===== src/design/smau_pkg.sv =====
// shared constants and types for the stack machine arithmetic unit
package smau_pkg;

  localparam int STACK_DEPTH   = 256;
  localparam int CNT_W         = $clog2(STACK_DEPTH + 1);
  localparam int ADDR_W        = $clog2(STACK_DEPTH);
  localparam int WORD_W        = 32;
  localparam int OP_W          = 3;
  localparam int STATUS_W      = 2;
  localparam int COUNT_OUT_W   = 9;
  localparam int MIN_OPERANDS  = 2;
  localparam int DIV_STEP_W    = $clog2(WORD_W);

  localparam int IN_FIELDS_W   = OP_W + WORD_W;
  localparam int IN_TDATA_W    = ((IN_FIELDS_W + 7) / 8) * 8;
  localparam int OUT_FIELDS_W  = STATUS_W + WORD_W + COUNT_OUT_W;
  localparam int OUT_TDATA_W   = ((OUT_FIELDS_W + 7) / 8) * 8;

  typedef enum logic [OP_W-1:0] {
    OP_PUSH = 3'd0,
    OP_ADD  = 3'd1,
    OP_SUB  = 3'd2,
    OP_MUL  = 3'd3,
    OP_DIV  = 3'd4,
    OP_MOD  = 3'd5
  } opcode_t;

  typedef enum logic [STATUS_W-1:0] {
    ST_OK      = 2'd0,
    ST_SHORT   = 2'd1,
    ST_DIVZERO = 2'd2,
    ST_FULL    = 2'd3
  } status_t;

endpackage


===== src/design/smau_div.sv =====
// iterative signed 32-bit divider, one quotient bit per cycle, truncating
module smau_div (
  input  logic                        clk,
  input  logic                        rst,
  input  logic                        start,
  input  logic [smau_pkg::WORD_W-1:0] dividend,
  input  logic [smau_pkg::WORD_W-1:0] divisor,
  output logic                        done,
  output logic [smau_pkg::WORD_W-1:0] quotient,
  output logic [smau_pkg::WORD_W-1:0] remainder
);
  import smau_pkg::*;

  logic                  busy;
  logic [DIV_STEP_W-1:0] step;
  logic [WORD_W-1:0]     quo;
  logic [WORD_W-1:0]     rem;
  logic [WORD_W-1:0]     dvs;
  logic                  neg_q;
  logic                  neg_r;
  logic [WORD_W:0]       rem_sh;
  logic [WORD_W:0]       diff;

  assign rem_sh = {rem, quo[WORD_W-1]};
  assign diff   = rem_sh - {1'b0, dvs};

  // magnitudes of the most negative word come out right as unsigned
  assign quotient  = neg_q ? -quo : quo;
  assign remainder = neg_r ? -rem : rem;

  always_ff @(posedge clk) begin
    if (rst) begin
      busy <= 1'b0;
      done <= 1'b0;
    end else begin
      done <= 1'b0;
      if (start) begin
        busy  <= 1'b1;
        step  <= '0;
        quo   <= dividend[WORD_W-1] ? -dividend : dividend;
        dvs   <= divisor[WORD_W-1] ? -divisor : divisor;
        rem   <= '0;
        neg_q <= dividend[WORD_W-1] ^ divisor[WORD_W-1];
        neg_r <= dividend[WORD_W-1];
      end else if (busy) begin
        if (!diff[WORD_W]) begin
          rem <= diff[WORD_W-1:0];
          quo <= {quo[WORD_W-2:0], 1'b1};
        end else begin
          rem <= rem_sh[WORD_W-1:0];
          quo <= {quo[WORD_W-2:0], 1'b0};
        end
        step <= step + 1'b1;
        if (step == DIV_STEP_W'(WORD_W - 1)) begin
          busy <= 1'b0;
          done <= 1'b1;
        end
      end
    end
  end

endmodule


===== config.mk =====
export PLATFORM = sky130hd
export DESIGN_NAME = smau_div
export DESIGN_NICKNAME = d
export VERILOG_FILES = /design/src/design/smau_pkg.sv /design/src/design/smau_div.sv
export SDC_FILE = /design/constraint.sdc
export NUM_CORES = 1
export LEC_CHECK = 0
export BUFFER_PORTS_ARGS = -buffer_cell sky130_fd_sc_hd__buf_2
export CORE_ASPECT_RATIO = 1.75
export CORE_UTILIZATION = 55
export DETAILED_ROUTE_END_ITERATION = 12
export PLACE_DENSITY = 0.87
export REMOVE_ABC_BUFFERS = 1
export SYNTH_ARGS = -nofsm -noshare
export SYNTH_HDL_FRONTEND = slang
export SYNTH_SLANG_ARGS = --single-unit

===== constraint.sdc =====
create_clock -name clk -period 6.2 [get_ports clk]
set_clock_uncertainty 0.05 [all_clocks]
set_input_delay 1.24 -clock clk [delete_from_list [all_inputs] [get_ports clk]]
set_output_delay 1.24 -clock clk [all_outputs]
set_load 0.005 [all_outputs]

# Yosys cells after proc, flatten, opt, wreduce, memory -nomap -nowiden
# Cells that the tools add are included.
# totals
register_bits	105
in_bits	67
out_inout_bits	65
wordCells	37
# classes
n_addsub	6
n_eq_ne	1
n_mux	14
n_bitwise	3
n_reduce_logical	4
# op_table
operator	count
32-bit 2-to-1 mux	7
32-bit negator	4
33-bit by 32-bit subtractor with 33-bit output	1
31-bit 2-to-1 mux	1
5-bit by 1-bit adder with 5-bit output, second input constant	1
5-bit == test, second input constant	1
1-bit 2-to-1 mux	5
5-bit 2-to-1 mux	1
2-bit AND reduction	2
3-bit OR reduction	1
1-bit NOT	2
2-bit nonzero test	1
1-bit XOR	1

# Depth between registers and ports, before layout
# logic_depth
ltp_word	4
ltp_mapped	13
depth_no_buf	12

# Worst setup path after synthesis
# Ideal clock, no wire load.
# synth_timing
kind	input to register
startpoint	in start
endpoint	reg quo[0] (enable)
setup_ps	496
t_arrival_ps	4478
required_time_ps	5654
setup_slack_ps	1176
stages	3
n_path_buf	1
path_cell_list	clkbuf_1 > nor2_1 > nor2_1
# synth_between
elab_chain_len	2
# synth_lines
element	line_no	text
from (decl)	smau_div.sv:5	input logic start,
2-bit nonzero test (no line)	-	
2-bit AND reduction (no line)	-	
to (signal assigned)	smau_div.sv:40	quo <= dividend[WORD_W-1] ? -dividend : dividend;
to (signal assigned)	smau_div.sv:48	quo <= {quo[WORD_W-2:0], 1'b1};
to (signal assigned)	smau_div.sv:51	quo <= {quo[WORD_W-2:0], 1'b0};
to (decl)	smau_div.sv:16	logic [WORD_W-1:0] quo;
# Every way passes these cells.
# A chain may end at the register's enable or synchronous reset.

# Final worst setup path
# layout_timing
startpoint	reg quo[10]
endpoint	out quotient[28] (netlist name)
# layout_between
elab_chain_len	2
# layout_lines
element	line_no	text
32-bit negator	smau_div.sv:28	assign quotient = neg_q ? -quo : quo;
32-bit 2-to-1 mux	smau_div.sv:28	
to (decl)	smau_div.sv:9	output logic [smau_pkg::WORD_W-1:0] quotient,
# Every way passes these cells.

==> results.ini <==
[drt]
drt_iter0_markers=290
routedWlPerCell_um=16.26
via_count=7260
antenna_left=0
viasPerCell=5.970
dr.pass1.iters=7
drc_errors=0
wirelength_um=19770

[floorplanning]
die_y_um=164.4
start_util=0.5611
die_w_um=94.78
rows=59
core-area_um2=14760
io_pins=132
dieArea_um2=15580

[power_and_ir_drop]
p_leak_nw=3.660
p_int_mw=1.535
power_frac_comb=0.339
swShare=0.3415
netSwitchingPower_mw=0.7962
clkPwrFrac=0.254
seq_power_share=0.408
ir_drop_mv=0.1370
power_density_nw_per_um2=248.1

[cells_and_area]
area_growth_pct=13.41
fin_area_um2=9395
utilization=0.6364
diodes=0
area.sequential_um2=3133
stdcell_count=1216
nets=1134
drive_gt1_frac=0.1713
multi_input_area_um2=4852
fillers=1251

[timing]
min_period_over_period=0.8288
rsz0062_at_grt=no
finalMaxSlewViolations=0
final-setup-viol-count=0
slew_headroom=0.3125
hold_violations=0
final.setup.tns_ps=0
fmax_ghz=0.1946
finalCriticalPeriod_ps=5139
tightest_slew_ps=1029

[logic_synthesis]
ys_types=62
synth_top_family_by_area=compound AO/OA/AOI/OAI gates
synth-edff-count=103
synth_mux_area_frac=0.006646
syn-cell-area_um2=8284
synth.avg_cell_area_um2=9.064
ys_ff_latch=105
synthTopCellsByArea=edfxtp_1 (37%), xnor2_1 (11%), ha_1 (5.7%)
synth_compound_area_frac=0.1837
yosysWarnings=0
synth_xor_area_frac=0.1533
synth_top_area_share=0.3734
yosys.area.top_type=edfxtp_1
synth_seq_area_share=0.3782
synthAdderAreaFrac=0.05981
synthFlopType=edfxtp_1
synthArstFlopShare=0
synthSimpleGateAreaFrac=0.1802
synth_cells=914

[clocking]
cts_setup_buffers=0
cts_resized=0
clockBufferDepth=2
postCtsHoldBufs=0
cts.sinks=105
insertion_delay_ps=360
cts_buffers=9
root_buffer=clkbuf_16
htreeDepth=3
clkTransAtPathRegs_ps=70
cts_tree=yes

[critical_path]
r2r_end=rem[29]
worstPathRequired_ps=4910
rr_startpoint=quo[31]
path_class=reg -> out
r2r_slack_ps=2530
path_max_fanout=4
cp_num_buf_inv=1
crit_chain=or4_4, or3_4, nor3_1, or3b_1, or4_1, or3_1, o21ai_1, xnor2_1, buf_2
startpoint=quo[10]
cp.depth=9
crit_family=simple AND/OR/NAND/NOR gates
arrival_ps=3850
r2r_cells=13
cp-end-kind=primary output
endpoint=quotient[28]
critPathSlowestCell=or4_4
cpPeakStageDelay_ps=570
startpoint_type=flip-flop

[global_routing]
grt_pass1_wl_um=32090
antenna_found_initial=0
grt_max_degree=64
grt.overflow.total=0
grtUsageTotal=0.2623
grt_pass1_vias=6995

[hold_path]
hp-class=reg -> reg

[placement]
place_area_um2=9095
placed_cells=1200
gp_congestion=0.9193
portBuffers=131
dpl.hpwl_um=15120

[flow_run]
cap_violations=0

[outcome]
outcome=complete, no violations

## state kept, by name (all words and copies together), names as in the netlist
signal  cells
dvs        32
quo        32
neg_q       1
busy        1
done        1
rem        32
neg_r       1
step        5
## cells by family after synthesis
family / after synthesis
simple gates: 302
mux: 5
fa+ha+maj: 39
compound gates: 236
buf+inv: 82
flops: 105
xor+xnor: 145
## cells in the mapped netlist (24+ instances only)
cell / instances
a21oi_1: 70
clkbuf_1: 27
edfxtp_1: 103
ha_1: 38
inv_1: 48
nand2_1: 116
nor2_1: 68
o21ai_0: 54
o31ai_1: 39
or4_1: 24
xnor2_1: 101
xor2_1: 44
## cells in the final DEF, fill, tap and decap left out, types with 3 or more instances in the layout
cell / count
nand4_1: 5
a211oi_1: 8
or3_4: 3
or3_1: 12
nor2b_1: 8
nand3b_1: 6
buf_4: 6
xor2_1: 44
o41ai_1: 15
o22ai_1: 3
nor2_1: 66
and3_1: 6
a31oi_1: 4
edfxtp_1: 103
inv_6: 3
o31ai_1: 39
or4_1: 24
o21a_1: 7
buf_2: 131
mux2_2: 4
nand2b_1: 8
ha_1: 38
o2111ai_1: 5
clkbuf_16: 9
a21o_1: 10
nand3_1: 14
nor3_1: 7
or2_2: 6
xnor2_1: 100
a21oi_1: 70
o21ai_0: 54
nor4_1: 7
inv_1: 48
nand2_1: 116
## worst min-delay path by stage
stage	slack (ps)	depth (start not counted)	startpoint	to
floorplan	390	1	busy	done
global placement	410	1	busy	done
detailed placement	410	1	busy	done
CTS	430	1	busy	done
global route	460	1	busy	done
finish	420	1	busy	done
## per-stage QoR
step | power, mW | hold slack (ps) | setup slack, ps
6_report | 2.331 | 424.2 | 1061
2_1_floorplan | 1.484 | 394.1 | 1459
3_3_place_gp | 1.719 | 408.0 | 1438
5_1_grt | 2.459 | 459.3 | 895.1
4_1_cts | 2.331 | 425.2 | 1019
3_5_place_dp | 1.745 | 413.3 | 1400
## power by group through the flow
stage                     combinational [mW]  clock [mW]  sequential [mW]
final                                  0.790       0.591            0.951
after global routing                   0.875       0.622            0.961
after CTS                              0.785       0.596            0.950
after detailed placement               0.779           0            0.966
after global placement                 0.757           0            0.962
after floorplan                        0.540           0            0.944
## cell type report
| cell class | instances | share of cell area |
|---|---|---|
| multi-input cells | 727 | 0.5164 |
| flip-flops and latches | 105 | 0.3335 |
| repair buffers | 137 | 0.07458 |
| clock buffers | 10 | 0.02437 |
| well taps | 183 | 0.02437 |
| inverters | 48 | 0.01918 |
| clock inverters | 6 | 0.007591 |
## layer usage
layer	up-vias	part of all wire	global-route usage
li1	3565	-	-
met1	3392	0.35	0.2734
met2	266	0.56	0.4993
met3	37	0.063	0.05602
met4	0	0.022	0.09642
met5	-	0	0
Power figures use the tool's default switching activity.
